===== src/rtl/bdmc_pkg.sv =====
// ============================================================================
// bdmc_pkg
// Shared types, constants and type-name decode for the bar-delimited
// message checker.
// ============================================================================
package bdmc_pkg;

    localparam int MAX_FRAME = 104;
    localparam int MAX_BODY  = MAX_FRAME - 10;
    localparam int HDR_LEN   = 5;

    localparam logic [7:0] CH_BAR  = 8'h7C;
    localparam logic [7:0] CH_ZERO = 8'h30;
    localparam logic [7:0] CH_NINE = 8'h39;

    localparam logic [31:0] NAME_WAIT = 32'h5741_4954;
    localparam logic [31:0] NAME_OPEN = 32'h4F50_454E;
    localparam logic [31:0] NAME_FAIL = 32'h4641_494C;
    localparam logic [31:0] NAME_NAME = 32'h4E41_4D45;
    localparam logic [31:0] NAME_PLAY = 32'h504C_4159;
    localparam logic [31:0] NAME_MOVE = 32'h4D4F_5645;
    localparam logic [31:0] NAME_OVER = 32'h4F56_4552;

    typedef enum logic [2:0] {
        KIND_NONE = 3'd0,
        KIND_WAIT = 3'd1,
        KIND_OPEN = 3'd2,
        KIND_FAIL = 3'd3,
        KIND_NAME = 3'd4,
        KIND_PLAY = 3'd5,
        KIND_MOVE = 3'd6,
        KIND_OVER = 3'd7
    } t_kind;

    typedef enum logic [1:0] {
        ST_BUSY     = 2'd0,
        ST_COMPLETE = 2'd1,
        ST_INVALID  = 2'd2,
        ST_LOST     = 2'd3
    } t_status;

    typedef enum logic [3:0] {
        PH_VERSION = 4'b0001,
        PH_LENGTH  = 4'b0010,
        PH_TYPE    = 4'b0100,
        PH_BODY    = 4'b1000
    } t_phase;

    typedef struct packed {
        logic [7:0] data_byte;
        logic       in_body;
        logic [1:0] field_index;
        logic       field_end;
        t_kind      type_code;
        t_status    status;
    } t_result;

    function automatic t_kind kind_of(input logic [31:0] letters);
        t_kind k;
        k = KIND_NONE;
        case (letters)
            NAME_WAIT: k = KIND_WAIT;
            NAME_OPEN: k = KIND_OPEN;
            NAME_FAIL: k = KIND_FAIL;
            NAME_NAME: k = KIND_NAME;
            NAME_PLAY: k = KIND_PLAY;
            NAME_MOVE: k = KIND_MOVE;
            NAME_OVER: k = KIND_OVER;
            default:   k = KIND_NONE;
        endcase
        return k;
    endfunction

    function automatic logic [1:0] fields_of(input t_kind k);
        logic [1:0] n;
        case (k)
            KIND_OPEN, KIND_FAIL:            n = 2'd1;
            KIND_NAME, KIND_PLAY, KIND_MOVE: n = 2'd2;
            KIND_OVER:                       n = 2'd3;
            default:                         n = 2'd0;
        endcase
        return n;
    endfunction

endpackage


===== src/rtl/bdmc_frame_fsm.sv =====
// ============================================================================
// bdmc_frame_fsm
// Frame state and per-byte check: one item in, one result out, state
// advanced when the step strobe is high.
// ============================================================================
module bdmc_frame_fsm (
    input  logic              i_clk,
    input  logic              i_rst_n,
    input  logic              i_step,
    input  logic [7:0]        i_rx_byte,
    input  logic              i_link_lost,
    output bdmc_pkg::t_result o_result
);
    import bdmc_pkg::*;

    t_phase      r_phase,    n_phase;
    logic [6:0]  r_position, n_position;
    logic [3:0]  r_tens,     n_tens;
    logic [6:0]  r_body_len, n_body_len;
    logic [31:0] r_letters,  n_letters;
    logic [1:0]  r_expected, n_expected;
    logic [1:0]  r_bars,     n_bars;
    t_kind       r_kind,     n_kind;

    logic       is_bar;
    logic       is_digit;
    logic [3:0] digit;
    logic [6:0] raw_len;
    t_kind      found;
    logic [1:0] found_fields;
    logic [7:0] count;
    logic [2:0] nb;
    t_result    res;

    assign is_bar       = (i_rx_byte == CH_BAR);
    assign is_digit     = (i_rx_byte >= CH_ZERO) && (i_rx_byte <= CH_NINE);
    assign digit        = i_rx_byte[3:0];
    assign raw_len      = 7'(({3'd0, r_tens} * 7'd10) + {3'd0, digit});
    assign found        = kind_of(r_letters);
    assign found_fields = fields_of(found);
    assign count        = {1'b0, r_position} + 8'd1;
    assign nb           = {1'b0, r_bars} + {2'd0, is_bar};

    always_comb begin
        n_phase    = r_phase;
        n_position = r_position;
        n_tens     = r_tens;
        n_body_len = r_body_len;
        n_letters  = r_letters;
        n_expected = r_expected;
        n_bars     = r_bars;
        n_kind     = r_kind;

        res.data_byte   = i_rx_byte;
        res.in_body     = 1'b0;
        res.field_index = 2'd0;
        res.field_end   = 1'b0;
        res.type_code   = r_kind;
        res.status      = ST_BUSY;

        if (i_link_lost) begin
            res.data_byte = 8'd0;
            res.status    = ST_LOST;
        end else begin
            case (r_phase)
                PH_VERSION: begin
                    if (r_position == 7'd0) begin
                        if (i_rx_byte != CH_ZERO) res.status = ST_INVALID;
                        else n_position = 7'd1;
                    end else if (!is_bar) begin
                        res.status = ST_INVALID;
                    end else begin
                        n_phase    = PH_LENGTH;
                        n_position = 7'd0;
                    end
                end
                PH_LENGTH: begin
                    if (r_position < 7'd2) begin
                        if (!is_digit) begin
                            res.status = ST_INVALID;
                        end else if (r_position == 7'd0) begin
                            n_tens     = digit;
                            n_position = 7'd1;
                        end else begin
                            n_body_len = raw_len;
                            n_position = 7'd2;
                        end
                    end else if (!is_bar || (r_body_len < 7'(HDR_LEN))
                                 || ({1'b0, r_body_len} > 8'(MAX_BODY + HDR_LEN))) begin
                        res.status = ST_INVALID;
                    end else begin
                        n_body_len = r_body_len - 7'(HDR_LEN);
                        n_phase    = PH_TYPE;
                        n_position = 7'd0;
                    end
                end
                PH_TYPE: begin
                    if (r_position < 7'd4) begin
                        if (is_bar) begin
                            res.status = ST_INVALID;
                        end else begin
                            n_letters  = {r_letters[23:0], i_rx_byte};
                            n_position = r_position + 7'd1;
                        end
                    end else if (!is_bar || (found == KIND_NONE)) begin
                        res.status = ST_INVALID;
                    end else begin
                        n_kind        = found;
                        res.type_code = found;
                        n_expected    = found_fields;
                        if (r_body_len == 7'd0) begin
                            res.status = (found_fields == 2'd0) ? ST_COMPLETE : ST_INVALID;
                        end else begin
                            n_phase    = PH_BODY;
                            n_position = 7'd0;
                            n_bars     = 2'd0;
                        end
                    end
                end
                PH_BODY: begin
                    if (nb > {1'b0, r_expected}) begin
                        res.status = ST_INVALID;
                    end else if (count < {1'b0, r_body_len}) begin
                        if (nb == {1'b0, r_expected}) begin
                            res.status = ST_INVALID;
                        end else begin
                            res.in_body     = 1'b1;
                            res.field_index = r_bars;
                            res.field_end   = is_bar;
                            n_bars          = nb[1:0];
                            n_position      = count[6:0];
                        end
                    end else if (!is_bar || (nb != {1'b0, r_expected})) begin
                        res.status = ST_INVALID;
                    end else begin
                        res.in_body     = 1'b1;
                        res.field_index = r_bars;
                        res.field_end   = 1'b1;
                        res.status      = ST_COMPLETE;
                    end
                end
                default: begin
                    res.status = ST_INVALID;
                end
            endcase
        end

        if (res.status != ST_BUSY) begin
            n_phase    = PH_VERSION;
            n_position = 7'd0;
            n_tens     = 4'd0;
            n_body_len = 7'd0;
            n_letters  = 32'd0;
            n_expected = 2'd0;
            n_bars     = 2'd0;
            n_kind     = KIND_NONE;
        end
    end

    always_ff @(posedge i_clk) begin
        if (!i_rst_n) begin
            r_phase    <= PH_VERSION;
            r_position <= 7'd0;
            r_tens     <= 4'd0;
            r_body_len <= 7'd0;
            r_letters  <= 32'd0;
            r_expected <= 2'd0;
            r_bars     <= 2'd0;
            r_kind     <= KIND_NONE;
        end else if (i_step) begin
            r_phase    <= n_phase;
            r_position <= n_position;
            r_tens     <= n_tens;
            r_body_len <= n_body_len;
            r_letters  <= n_letters;
            r_expected <= n_expected;
            r_bars     <= n_bars;
            r_kind     <= n_kind;
        end
    end

    assign o_result = res;

endmodule


===== src/rtl/bar_delimited_message_checker_core.sv =====
// ============================================================================
// bar_delimited_message_checker_core
// Checks bar-delimited message frames one received byte at a time.
// ============================================================================
// Every item accepted gives exactly one result item. An item passes through
// an input register, the frame check and a result register, and one item is
// taken every cycle while the output side keeps tready high; the frame state
// is updated once per item as it moves from the input to the result register.
module bar_delimited_message_checker_core (
    input  logic        i_clk,
    input  logic        i_rst_n,
    input  logic        s_axis_tvalid,
    output logic        s_axis_tready,
    input  logic [7:0]  s_axis_tdata,  // rx_byte
    input  logic        s_axis_tuser,  // link_lost
    output logic        m_axis_tvalid,
    input  logic        m_axis_tready,
    output logic [15:0] m_axis_tdata,  // data_byte, type_code, status, zero pad
    output logic [2:0]  m_axis_tuser,  // in_body, field_index
    output logic        m_axis_tlast   // field_end
);
    import bdmc_pkg::*;

    logic       r_in_valid;
    logic [7:0] r_in_byte;
    logic       r_in_lost;
    logic       r_out_valid;
    t_result    r_out;
    t_result    step_res;
    logic       step;

    assign step          = r_in_valid && (!r_out_valid || m_axis_tready);
    assign s_axis_tready = !r_in_valid || step;

    always_ff @(posedge i_clk) begin
        if (!i_rst_n) begin
            r_in_valid  <= 1'b0;
            r_out_valid <= 1'b0;
        end else begin
            if (s_axis_tready) r_in_valid <= s_axis_tvalid;
            if (step) r_out_valid <= 1'b1;
            else if (m_axis_tready) r_out_valid <= 1'b0;
        end
    end

    always_ff @(posedge i_clk) begin
        if (s_axis_tready && s_axis_tvalid) begin
            r_in_byte <= s_axis_tdata;
            r_in_lost <= s_axis_tuser;
        end
        if (step) r_out <= step_res;
    end

    bdmc_frame_fsm u_frame_fsm (
        .i_clk       (i_clk),
        .i_rst_n     (i_rst_n),
        .i_step      (step),
        .i_rx_byte   (r_in_byte),
        .i_link_lost (r_in_lost),
        .o_result    (step_res)
    );

    assign m_axis_tvalid = r_out_valid;
    assign m_axis_tdata  = {3'd0, r_out.status, r_out.type_code, r_out.data_byte};
    assign m_axis_tuser  = {r_out.field_index, r_out.in_body};
    assign m_axis_tlast  = r_out.field_end;

endmodule


===== config.mk =====
export PLATFORM = sky130hd
export DESIGN_NAME = bar_delimited_message_checker_core
export DESIGN_NICKNAME = d
export VERILOG_FILES = /design/src/rtl/bdmc_pkg.sv /design/src/rtl/bdmc_frame_fsm.sv /design/src/rtl/bar_delimited_message_checker_core.sv
export SDC_FILE = /design/constraint.sdc
export NUM_CORES = 1
export LEC_CHECK = 0
export BUFFER_PORTS_ARGS = -buffer_cell sky130_fd_sc_hd__buf_2
export CORE_UTILIZATION = 40
export DETAILED_ROUTE_END_ITERATION = 16
export PLACE_DENSITY = 0.55
export SLEW_MARGIN = 25
export SYNTH_ARGS = -nofsm -noshare
export SYNTH_HDL_FRONTEND = slang
export SYNTH_SLANG_ARGS = --single-unit
export TNS_END_PERCENT = 20

===== constraint.sdc =====
create_clock -name i_clk -period 5.15 [get_ports i_clk]
set_clock_uncertainty 0.15 [all_clocks]
set_input_delay 0.2575 -clock i_clk [delete_from_list [all_inputs] [get_ports i_clk]]
set_output_delay 0.2575 -clock i_clk [all_outputs]
set_load 0.005 [all_outputs]

# ---- Word-level counts from Yosys, hierarchy flattened
# Index checks and enable logic that the tools add are counted.
dict set report totals {
  reg_bits 89
  latchBits 0
  ram_bits 0
  mem_bits_ro 0
  input_bits 13
  output_inout_bits 22
  n_memories 0
}
dict set report op_classes {
  add_sub_neg 5
  n_mul 1
  div_mod_pow 0
  n_lt_le_gt_ge 8
  eq_ne 45
  shifts 0
  mux 89
  n_bitwise 1
  n_reduce_logical 38
}
# op count
set ops {}
lappend ops {{== test 32 x 31 -> 1 bit (second input constant)} 7}
lappend ops {{two-way mux 32 bit} 5}
lappend ops {{two-way mux 7 bit} 22}
lappend ops {{two-way mux 4 bit} 18}
lappend ops {{two-way mux 2 bit} 30}
lappend ops {{one-hot mux 7 bit (4 select lines)} 1}
lappend ops {{!= test 3 bit (second input constant)} 9}
lappend ops {{one-hot mux 3 bit (7 select lines)} 1}
lappend ops {{two-way mux 3 bit} 6}
lappend ops {{!= test 4 x 3 -> 1 bit (second input constant)} 4}
lappend ops {{nonzero test 2 bit} 8}
lappend ops {{logical NOT 7 bit} 2}
lappend ops {{less-than comparator 7 x 3 -> 1 bit (second input constant)} 2}
lappend ops {{AND reduction 13 bit} 1}
lappend ops {{== test 3 bit (second input constant)} 4}
lappend ops {{one-hot mux 4 bit (3 select lines)} 1}
lappend ops {{AND reduction 6 bit} 2}
lappend ops {{AND reduction 10 bit} 1}
lappend ops {{AND reduction 5 bit} 2}
lappend ops {{AND reduction 9 bit} 1}
lappend ops {{adder 7 x 1 -> 8 bit (second input constant)} 1}
lappend ops {{== test 8 x 7 -> 1 bit (second input constant)} 1}
lappend ops {{greater-or-equal comparator 8 x 6 -> 1 bit (second input constant)} 1}
lappend ops {{less-or-equal comparator 8 x 6 -> 1 bit (second input constant)} 1}
lappend ops {{39 further kinds} 56}

# ---- Logic depth before layout (Yosys ltp)
# Gate-level depths: netlist (run 1).
dict set report logic_depth {
  word_depth 15
  ltp_mapped 16
}

# ---- Cells and area by module
# A second synthesis (run 1) with hierarchy kept.
dict set report unflattened {
  cells_unflattened 564
  hier_area_um2 5188.7
}
# module n_inst cells_each area_per_inst_um2
set by_module_without_submodules {}
lappend by_module_without_submodules {bdmc_frame_fsm 1 525 4277.9}
lappend by_module_without_submodules {bar_delimited_message_checker_core 1 39 910.9}

# ---- Least setup slack after synthesis (run 1)
# Ideal clock, no wire load.
dict set report synth_path {
  path_type {register to register}
  startpoint {register r_in_byte[1]}
  endpoint {register u_frame_fsm.r_letters[2]}
  setup_ps 117
  arrival_time_ps 3706
  setup_slack_ps 1178
  path_stages_with_launch 17
  path_buffers 2
  synth_period_minus_slack_ps 3972
  cell_sequence {edfxtp_1 or2_1 or4_1 clkbuf_1 inv_2 ha_1 inv_1 fa_1 nor2_1 and3_1 mux2i_1 nand2_1 nand4_4 nor2_4 a31o_2 buf_6 a22o_1}
}
dict set report synth_between {
  elab_chain_cells 12
}
# element line
set synth_rtl {}
lappend synth_rtl {{start, declared} bar_delimited_message_checker_core.sv:25} ;# logic [7:0] r_in_byte;
lappend synth_rtl {{start signal, assigned} bar_delimited_message_checker_core.sv:48} ;# r_in_byte <= s_axis_tdata;
lappend synth_rtl {{== test 8 x 7 -> 1 bit} bdmc_frame_fsm.sv:35} ;# assign is_bar = (i_rx_byte == CH_BAR);
lappend synth_rtl {{adder 2 x 1 -> 3 bit} bdmc_frame_fsm.sv:42} ;# assign nb = {1'b0, r_bars} + {2'd0, is_bar};
lappend synth_rtl {{!= test 3 x 2 -> 1 bit} bdmc_frame_fsm.sv:133} ;# end else if (!is_bar || (nb != {1'b0, r_expected})) begin
lappend synth_rtl {{logical OR 1 bit} bdmc_frame_fsm.sv:133}
lappend synth_rtl {{two-way mux 2 bit} bdmc_frame_fsm.sv:133}
lappend synth_rtl {{two-way mux 2 bit} bdmc_frame_fsm.sv:123} ;# end else if (count < {1'b0, r_body_len}) begin
lappend synth_rtl {{two-way mux 2 bit} bdmc_frame_fsm.sv:121} ;# if (nb > {1'b0, r_expected}) begin
lappend synth_rtl {{one-hot mux 2 bit (4 select lines)} bdmc_frame_fsm.sv:65} ;# case (r_phase)
lappend synth_rtl {{two-way mux 2 bit} bdmc_frame_fsm.sv:61} ;# if (i_link_lost) begin
lappend synth_rtl {{nonzero test 2 bit} bdmc_frame_fsm.sv:148} ;# if (res.status != ST_BUSY) begin
lappend synth_rtl {{!= test 2 bit (no line) (tied with other cells)} n/a}
lappend synth_rtl {{AND reduction 5 bit (no line)} n/a}
lappend synth_rtl {{end signal, assigned} bdmc_frame_fsm.sv:175} ;# r_letters <= n_letters;
lappend synth_rtl {{end, declared} bdmc_frame_fsm.sv:20} ;# logic [31:0] r_letters, n_letters;
# Parallel ways exist; a longest one is shown, timed or not.
# A chain may end at the register's enable or synchronous reset.

# ---- Worst setup path in the final report (run 1)
dict set report layout_path {
  startpoint {register r_in_byte[1]}
  endpoint {register u_frame_fsm.r_letters[17]}
}
# The elaborated chain is that of the path after synthesis.

==> results of run 1 <==
[how the worst max path moves through the flow]
stage | to | slack [ns] | cells after the start
final | u_frame_fsm.r_letters[17] | 0.80 | 14
after global routing | u_frame_fsm.r_letters[25] | 0.54 | 14
after CTS | u_frame_fsm.r_letters[17] | 0.78 | 14
after detailed placement | u_frame_fsm.r_letters[17] | 0.81 | 14
after global placement | u_frame_fsm.r_letters[27] | 0.88 | 14
after floorplan | u_frame_fsm.r_letters[2] | 1.18 | 16
[power groups by stage]
stage / logic [mW] / registers (mW) / clock network, mW
3_5_place_dp: 0.0535 / 0.758 / 0
2_1_floorplan: 0.0352 / 0.755 / 0
6_report: 0.0590 / 0.742 / 0.635
3_3_place_gp: 0.0534 / 0.758 / 0
4_1_cts: 0.0595 / 0.742 / 0.649
5_1_grt: 0.0648 / 0.744 / 0.680
[what timing repair did]
| action | in CTS | in global routing |
|---|---|---|
| hold buffers | 10 | 0 |
| setup endpoints to repair | 0 | 0 |
| hold endpoints to repair | 10 | 0 |
[cell usage after synthesis (5+ instances only)]
cell / count / share of area [%]
a22o_1: 32 / 5.7
nor2_1: 20 / 1.5
edfxtp_1: 26 / 16
a21o_1: 6 / 0.91
ha_1: 19 / 4.8
or4b_1: 5 / 1.0
nor3_1: 11 / 1.1
nor4_1: 8 / 1.0
dfxtp_1: 63 / 25
o21ai_0: 11 / 1.1
o21ai_1: 7 / 0.71
nand3b_1: 6 / 0.91
nor3b_1: 8 / 1.2
nor2b_1: 13 / 1.6
nand4_1: 19 / 2.4
a21oi_1: 33 / 3.3
clkbuf_1: 12 / 0.91
and3_1: 7 / 0.88
xnor2_1: 12 / 2.1
inv_1: 23 / 1.7
a31oi_1: 6 / 0.76
nand2_1: 53 / 4.0
nand2b_1: 5 / 0.63
buf_2: 7 / 0.71
nand3_1: 19 / 1.9
[state kept, by name (all words and copies together), names as in the netlist]
name	cells
u_frame_fsm.r_phase	4
u_frame_fsm.r_expected	2
r_in_byte	8
u_frame_fsm.r_kind	3
m_axis_tlast	1
u_frame_fsm.r_position	7
m_axis_tdata	13
u_frame_fsm.r_letters	32
m_axis_tuser	3
m_axis_tvalid	1
r_in_valid	1
u_frame_fsm.r_body_len	7
u_frame_fsm.r_bars	2
u_frame_fsm.r_tens	4
r_in_lost	1
[layer usage]
layer	up-vias	part of all wire, %
li1	2024	-
met1	1948	47
met2	102	47
met3	16	4.4
met4	0	2.0
met5	-	0
[critical path, stage by stage, from the launching register on]
cell,delay (ns)
edfxtp_1,0.47
or2_1,0.25
or4_1,0.68
inv_2,0.20
ha_1,0.18
inv_1,0.05
fa_1,0.47
nor2_1,0.05
and3_1,0.18
mux2i_1,0.31
nand2_1,0.17
nand4_4,0.25
nor2_4,0.04
a31o_2,0.46
a22o_1,0.31
[final cells by class]
| cell class | instances | area, um2 | area share, % |
|---|---|---|---|
| multi-input combinational | 384 | 2700 | 47.9 |
| sequential | 89 | 2040 | 36.2 |
| timing repair buffer | 48 | 308 | 5.46 |
| clock buffer | 10 | 239 | 4.24 |
| tap | 168 | 210 | 3.73 |
| inverter | 25 | 93.8 | 1.66 |
| clock inverter | 6 | 46.3 | 0.821 |
[per-stage QoR]
stage | utilization (%) | area (um2)
floorplan | - | 4970
global placement | 43.5 | 5250
detailed placement | 43.5 | 5250
CTS | 46.7 | 5640
global route | 46.7 | 5640
finish | 46.7 | 5640
[logic make-up after synthesis]
logic type	after synthesis	share of synthesized area [%]
flip-flops	89	41.2
adder cells (fa/ha/maj)	22	6.00
AO/OA/AOI/OAI	130	19.5
XOR/XNOR	15	2.65
multiplexers	5	1.06
AND/OR/NAND/NOR	209	24.8
other	1	0.0756
buffers and inverters	51	4.72
==> impl_results.md, run 1 <==
* Pint at 1.10 mW
* Num rows at 40
* Initial drt markers at 331
* Area grow syn2layout at 13.6%
* Fin cells at 730
* Tcrit/Tclk final at 84.5%
* Chip height at 113 um
* Final WS setup at 0.798 ns
* Worst endpoint required time at 5.24 ns
* F_max at 0.230 GHz
* Arr. time, crit path at 4.45 ns
* GR Util met3 at 3.11%
* CP Class: reg -> reg
* H-tree levels at 3
* Setup violators final at 0
* Hold Path Cell Cnt at 4
* IO Pins at 35
* Initial core utilization at 41.1%
* DRC viols at 0
* Via count at 4090
* Clock share of power at 44.2%
* Largest net degree at the start of global routing at 40
* Ratio of cells with drive above 1 in the final layout at 13.5%
* Worst hold slack at 0.0605 ns
* HP Start: m_axis_tready
* Async SR Flop Fraction at 0%
* Clock Pin Slew Worst Setup and Hold Paths at 0.07 ns
* Tightest Pin Transition at 0.858 ns
* PwrDens at 255 mW/mm2
* Setup crit start kind: register
* Final Power at 1.44 mW
* Reg-to-reg startpoint: r_in_byte[1]
* Synth unique cells at 75
* Mapped Cells at 522
* Antenna diodes at 0
* Final HPWL DP at 8700 um
* Peak VDD IR at 0.000164 V
* Final min period at 4.35 ns
* Commonest cells after routing, fill and taps aside: dfxtp_1, nand2_1, a21oi_1
* Sw frac at 23.3%
* Yosys warns at 0
* EDFF count, synth at 26
* Sequential-to-total area share from yosys stat at 41.2%
* R2R Setup Slk at 0.80 ns
* Fin Setup TNS at 0 ns
* Crit-path max FO at 32
* Vias per std cell at 5.60
* Die ar. at 0.0128 mm2
* Width of the die at 113 um
* GRT overflow at 0
* Max Slew Vio Count at 0
* Worst R2R End: u_frame_fsm.r_letters[17]
* GR Util All Layers at 19.9%
* Antenna violations before repair at 0
* Layout Nets at 592
* Final Hold Viols at 0
* Total CTS buffers at 9
* Mapped Area at 0.00496 mm2
* Grt met1 use at 26.3%
* GR Util met2 at 31.9%
* Dpl ws at 0.809 ns
* CTS Root Cell: clkbuf_16
* CTS tree: built
* Postcts setup bufs at 0
* Maximum root-to-sink buffer count at 2
* Total wire length at 12000 um
* CP endpoint kind: register
* Vias in the first global route at 3888
* Synthesized flop and latch total at 89
* Run status: finished, final reports clean
* First-pass DRT Iterations at 4
* RSZ-0062 raised after global routing: false
* Layout filler cell count at 1188
* Hold crit path type: in -> reg
* Gate power share at 4.1%
* Placer Congestion at 0.919
* Main synth FF type: dfxtp_1
* Clock sinks at 89
* Core ar. at 0.0121 mm2
* GR peak layer: met2
* Cells on worst reg2reg path at 14
* Mean Syn Cell Area at 9.50 um2
* Hold endpoint: m_axis_tvalid
* Crit path from: r_in_byte[1]
* Post-Place Cells at 704
* First-pass GRT wire length at 19800 um
* # port buffers at 31
* Post-CTS sizing at 0
* Total of max-cap violations at 0
* Clk_lat worst skew at 0.35 ns
* Antenna Nets Post-Route at 0
* Pleak at 2.01 nW
* Most common cell after layout, fill and taps aside: dfxtp_1
* Slew HR at 42.7%
* Net switching power at 0.335 mW
* Reg power frac at 51.7%
* Routed len/inst at 16.4 um
(Power assumes the default switching activity.)
==> run 2, diff against run 1 <==
Clock period 5.15 ns to 4.44 ns, I/O delays scaled along.
==> impl_results.md, run 2 (same netlist as run 1, synthesis figures left out) <==
* Run status: finished, final reports clean
* Reg with most FFs: u_frame_fsm.r_letters
* Max Slew Vio Count at 0 (unchanged)
* PwrDens at 286 mW/mm2 (+12%)
* Final Power at 1.61 mW (+12%)
* Arr. time, crit path at 4.23 ns (-0.22 ns)
* Area grow syn2layout at 14.0%
* Fin area at 0.00565 mm2 (+0.31%)
* Total of max-cap violations at 0 (unchanged)
* Tightest Pin Transition at 0.724 ns (-0.134 ns)
* CP endpoint kind: register
* Setup crit start kind: register
* Initial core utilization at 41.1% (unchanged)
* Routed len/inst at 16.6 um (+1.2%)
* Clock share of power at 42.3% (-1.9 points)
* Layout Nets at 596 (+0.68%)
* Max reg flops at 32 (unchanged)
* Chip height at 113 um (unchanged)
* Ratio of cells with drive above 1 in the final layout at 13.8% (+0.26 points)
* First-pass DRT Iterations at 4 (unchanged)
* CTS tree: built
* Net switching power at 0.363 mW (+8.3%)
* Vias per std cell at 5.53 (-1.3%)
* Vias in the first global route at 3821 (-1.7%)
* Placer Congestion at 0.873 (-5.0%)
* H-tree levels at 3 (unchanged)
* DRC viols at 0 (unchanged)
* Slew HR at 51.2% (+8.6 points)
* GRT overflow at 0 (unchanged)
* Final min period at 4.10 ns (-0.253 ns)
* Final Hold Viols at 0 (unchanged)
* Total wire length at 12200 um (+1.8%)
* Die ar. at 0.0128 mm2 (unchanged)
* GR Util All Layers at 20.3% (+0.44 points)
* Most common cell after layout, fill and taps aside: dfxtp_1
* Hold crit path type: in -> reg
* Core ar. at 0.0121 mm2 (unchanged)
* Post-Place Cells at 708 (+0.57%)
* IO Pins at 35 (unchanged)
* Sw frac at 22.5% (-0.85 points)
* Fin cells at 734 (+0.55%)
* CTS Root Cell: clkbuf_16
* Setup violators final at 0 (unchanged)
* Width of the die at 113 um (unchanged)
* Clock Pin Slew Worst Setup and Hold Paths at 0.06 ns (about the same)
* Final HPWL DP at 8770 um (+0.86%)
* F_max at 0.244 GHz (+6.2%)
* CP Class: reg -> reg
* Fin Setup TNS at 0 ns (unchanged)
* Antenna diodes at 0 (unchanged)
* Maximum root-to-sink buffer count at 2 (unchanged)
* Initial drt markers at 292 (-12%)
* Worst endpoint required time at 4.57 ns (-0.67 ns)
* Clock sinks at 89 (unchanged)
* Antenna Nets Post-Route at 0 (unchanged)
* Antenna violations before repair at 0 (unchanged)
* Total CTS buffers at 9 (unchanged)
* # port buffers at 31 (unchanged)
* Largest net degree at the start of global routing at 40 (unchanged)
* Via count at 4060 (-0.73%)
* RSZ-0062 raised after global routing: false
* Commonest cells after routing, fill and taps aside: dfxtp_1, nand2_1, a21oi_1
* Reg power frac at 53.3% (+1.6 points)
* Clk_lat worst skew at 0.35 ns (about the same)
* Pleak at 2.01 nW (+0.26%)
* Num rows at 40 (unchanged)
* Pint at 1.25 mW (+14%)
* Area of placed instances at 0.00528 mm2 (+0.57%)
* First-pass GRT wire length at 20300 um (+2.6%)
* Tcrit/Tclk final at 92.3% (+7.8 points)
* Peak VDD IR at 0.000176 V (+7.4%)
* Gate power share at 4.4% (+0.3 points)
* Crit-path max FO at 7 (-78%)
run 2: final timing paths:
path	to	cells after the start	startpoint	slack, ns
min	m_axis_tvalid	4	m_axis_tready	0.03
max reg2reg	u_frame_fsm.r_expected[0]	13	r_in_byte[1]	0.34
min reg2reg	u_frame_fsm.r_kind[1]	2	u_frame_fsm.r_kind[1]	0.31
max	u_frame_fsm.r_expected[0]	13	r_in_byte[1]	0.34
run 2: repair_timing:
item,in CTS,in global routing
endpoints found under the hold margin,10,0
setup endpoints to repair,0,1
hold buffers,10,0
buffers inserted,0,0
resized for setup,0,1
run 2: layout make-up:
class / instances / area, um2
Timing Repair Buffer: 52 / 338
Clock inverter: 6 / 35.0
Tap cell: 168 / 210
Inverter: 25 / 93.8
Multi-Input combinational cell: 384 / 2710
Clock buffer: 10 / 229
Fill cell: 1155 / 6410
Sequential cell: 89 / 2040
run 2: metal layers:
metal  track usage [%]  vias up  part of all wire [%]
li1                  -     2031                     -
met1              27.7     1923                    49
met2              31.7       89                    45
met3              4.02       17                   3.7
met4              7.89        0                   1.8
met5                 0        -                     0
run 2: per-stage QoR:
stage / worst slack [ns] / utilization (%) / hold WS (ns)
after detailed placement: 0.257 / 43.8 / 0.251
after global placement: 0.384 / 43.7 / 0.250
final: 0.341 / 46.9 / 0.0341
after floorplan: 0.468 / - / 0.171
after global routing: 0.103 / 46.9 / 0.0733
after CTS: 0.221 / 46.8 / 0.0235
run 2: worst max-delay path: stages (launching register included):
cell and delay (ns):
edfxtp_1 0.48, or2_1 0.26, or4_1 0.57, inv_2 0.18, ha_1 0.20, inv_1 0.06
fa_1 0.47, nor2_1 0.05, and3_1 0.19, a31oi_1 0.30, nand4_4 0.23, nor3_2 0.51
o2111ai_1 0.21, a21oi_1 0.17
run 2: power by group through the flow:
stage | clock [mW] | combinational, mW | sequential [mW]
6_report | 0.683 | 0.0706 | 0.860
5_1_grt | 0.736 | 0.0785 | 0.862
4_1_cts | 0.708 | 0.0705 | 0.861
3_5_place_dp | 0 | 0.0637 | 0.879
3_3_place_gp | 0 | 0.0639 | 0.878
2_1_floorplan | 0 | 0.0408 | 0.876
==> run 3, diff against run 2 <==
Settings changed: GPL_TIMING_DRIVEN set to 0, RECOVER_POWER set to 100.
==> impl_results.md, run 3 (same netlist as run 1, synthesis figures left out) <==
* Area of placed instances at 0.00533 mm2 (+1.0%)
* Via count at 4199 (+3.4%)
* Die ar. at 0.0128 mm2 (unchanged)
* GR Util All Layers at 20.5% (+0.21 points)
* Width of the die at 113 um (unchanged)
* Worst endpoint required time at 4.57 ns (about the same)
* Antenna Nets Post-Route at 0 (unchanged)
* Antenna diodes at 0 (unchanged)
* Hold crit path type: in -> reg
* Pleak at 2.05 nW (+1.7%)
* Clk_lat worst skew at 0.35 ns (about the same)
* Clock share of power at 44.9% (+2.6 points)
* Antenna violations before repair at 0 (unchanged)
* Vias per std cell at 5.61 (+1.5%)
* Maximum root-to-sink buffer count at 2 (unchanged)
* H-tree levels at 3 (unchanged)
* Crit-path max FO at 10 (+3)
* First-pass GRT wire length at 20300 um (about the same)
* Peak VDD IR at 0.000174 V (-0.93%)
* Hold Path Cell Cnt at 4 (unchanged)
* Placer Congestion at 0.893 (+2.3%)
* PwrDens at 297 mW/mm2 (+3.8%)
* Reg with most FFs: u_frame_fsm.r_letters
* Final min period at 4.25 ns (+0.155 ns)
* Run status: finished, final reports clean
* First-pass DRT Iterations at 5 (+1)
* Final Power at 1.70 mW (+5.3%)
* Total of max-cap violations at 0 (unchanged)
* Setup crit start kind: register
* Vias in the first global route at 3900 (+2.1%)
* Final Hold Viols at 0 (unchanged)
* Cells on worst reg2reg path at 14 (+1)
* Largest net degree at the start of global routing at 27 (-33%)
* # port buffers at 30 (-3.2%)
* IO Pins at 35 (unchanged)
* Fin area at 0.00573 mm2 (+1.4%)
* CP endpoint kind: register
* Slew HR at 32.6% (-19 points)
* Layout Nets at 610 (+2.3%)
* Setup violators final at 0 (unchanged)
* Tcrit/Tclk final at 95.8% (+3.5 points)
* Tightest Pin Transition at 1.00 ns (+0.278 ns)
* GRT overflow at 0 (unchanged)
* Initial drt markers at 253 (-13%)
* Commonest cells after routing, fill and taps aside: dfxtp_1, nand2_1, a21oi_1
* Clock Pin Slew Worst Setup and Hold Paths at 0.07 ns (about the same)
* Initial core utilization at 41.1% (unchanged)
* RSZ-0062 raised after global routing: true
* Max reg flops at 32 (unchanged)
* Gate power share at 4.6% (+0.2 points)
* Arr. time, crit path at 4.38 ns (+0.15 ns)
* Max Slew Vio Count at 0 (unchanged)
* Net switching power at 0.413 mW (+14%)
* Most common cell after layout, fill and taps aside: dfxtp_1
* Final HPWL DP at 9130 um (+4.1%)
* DRC viols at 0 (unchanged)
* Ratio of cells with drive above 1 in the final layout at 13.6% (-0.16 points)
* Total wire length at 12500 um (+2.3%)
* Total CTS buffers at 9 (unchanged)
* Clock sinks at 89 (unchanged)
* CTS tree: built
* CP Class: reg -> reg
* Routed len/inst at 16.7 um (+0.35%)
* Sw frac at 24.3% (+1.8 points)
* Chip height at 113 um (unchanged)
* F_max at 0.235 GHz (-3.6%)
* Num rows at 40 (unchanged)
* Reg power frac at 50.6% (-2.7 points)
* CTS Root Cell: clkbuf_16
* Core ar. at 0.0121 mm2 (unchanged)
* Area grow syn2layout at 15.6%
* Pint at 1.29 mW (+2.8%)
## run 3: cell count changes in the layout (fill, tap and decap cells not counted), sizes merged
cell | before | now
clkbuf | 10 | 27
clkinvlp | 1 | 0
clkinv | 5 | 0
buf | 42 | 39
inv | 25 | 31
## run 3: what timing repair did
action | CTS | global route
gates cloned | 0 | 0
endpoints found under the setup margin | 52 | 36
hold endpoints to repair | 10 | 0
gates resized for setup | 2 | 2
buffers inserted | 0 | 1
pin swaps | 0 | 0
hold buffers | 10 | 0
## run 3: metal layers
| metal | vias to the layer above | share of wire (%) | GRT usage, % |
|---|---|---|---|
| met3 | 20 | 4.9 | 3.27 |
| li1 | 2063 | - | - |
| met4 | 0 | 2.0 | 8.95 |
| met2 | 118 | 44 | 31.2 |
| met5 | - | 0 | 0 |
| met1 | 1998 | 49 | 28.9 |
## run 3: cell type report
class	count	area (um2)
Buffer	25	140
Clock buffer	10	239
Clock inverter	6	52.6
Fill cell	1192	6330
Inverter	25	93.8
Multi-Input combinational cell	384	2700
Sequential cell	89	2040
Tap cell	168	210
Timing Repair Buffer	41	251
## run 3: stage by stage
step,std cells,hold slack [ns],worst slack (ns),util [%],TNS (ns)
2_1_floorplan,524,0.171,0.468,-,0
6_report,748,0.0304,0.186,47.5,0
3_5_place_dp,722,0.250,-0.200,44.2,-6.04
4_1_cts,747,0.0230,0.0945,47.5,0
3_3_place_gp,722,0.248,-0.194,44.2,-6.15
5_1_grt,748,0.0791,-0.0113,47.5,-0.0185
## run 3: power by group through the flow
| stage | combinational (mW) | sequential, mW | clock, mW |
|---|---|---|---|
| finish | 0.0774 | 0.860 | 0.763 |
| detailed placement | 0.0705 | 0.878 | 0 |
| global route | 0.0846 | 0.861 | 0.812 |
| floorplan | 0.0408 | 0.876 | 0 |
| CTS | 0.0776 | 0.860 | 0.778 |
| global placement | 0.0698 | 0.879 | 0 |
## run 3: critical path, cell delays in order, from the launching register on
cell and delay [ns]:
edfxtp_1 0.52, or2_1 0.26, or4_4 0.61, inv_2 0.18
ha_1 0.19, inv_1 0.05, fa_1 0.47, nor2_1 0.06
and3_1 0.20, a31oi_1 0.34, nand4_4 0.25, nor2_4 0.26
buf_2 0.31, nand4_1 0.13, a21oi_1 0.19
## run 3: worst paths after layout
path	from	end	slack (ns)
hold / removal	m_axis_tready	m_axis_tvalid	0.03
setup / recovery	r_in_byte[0]	u_frame_fsm.r_body_len[5]	0.19
hold reg to reg	u_frame_fsm.r_kind[1]	u_frame_fsm.r_kind[1]	0.31
setup reg to reg	r_in_byte[0]	u_frame_fsm.r_body_len[5]	0.19
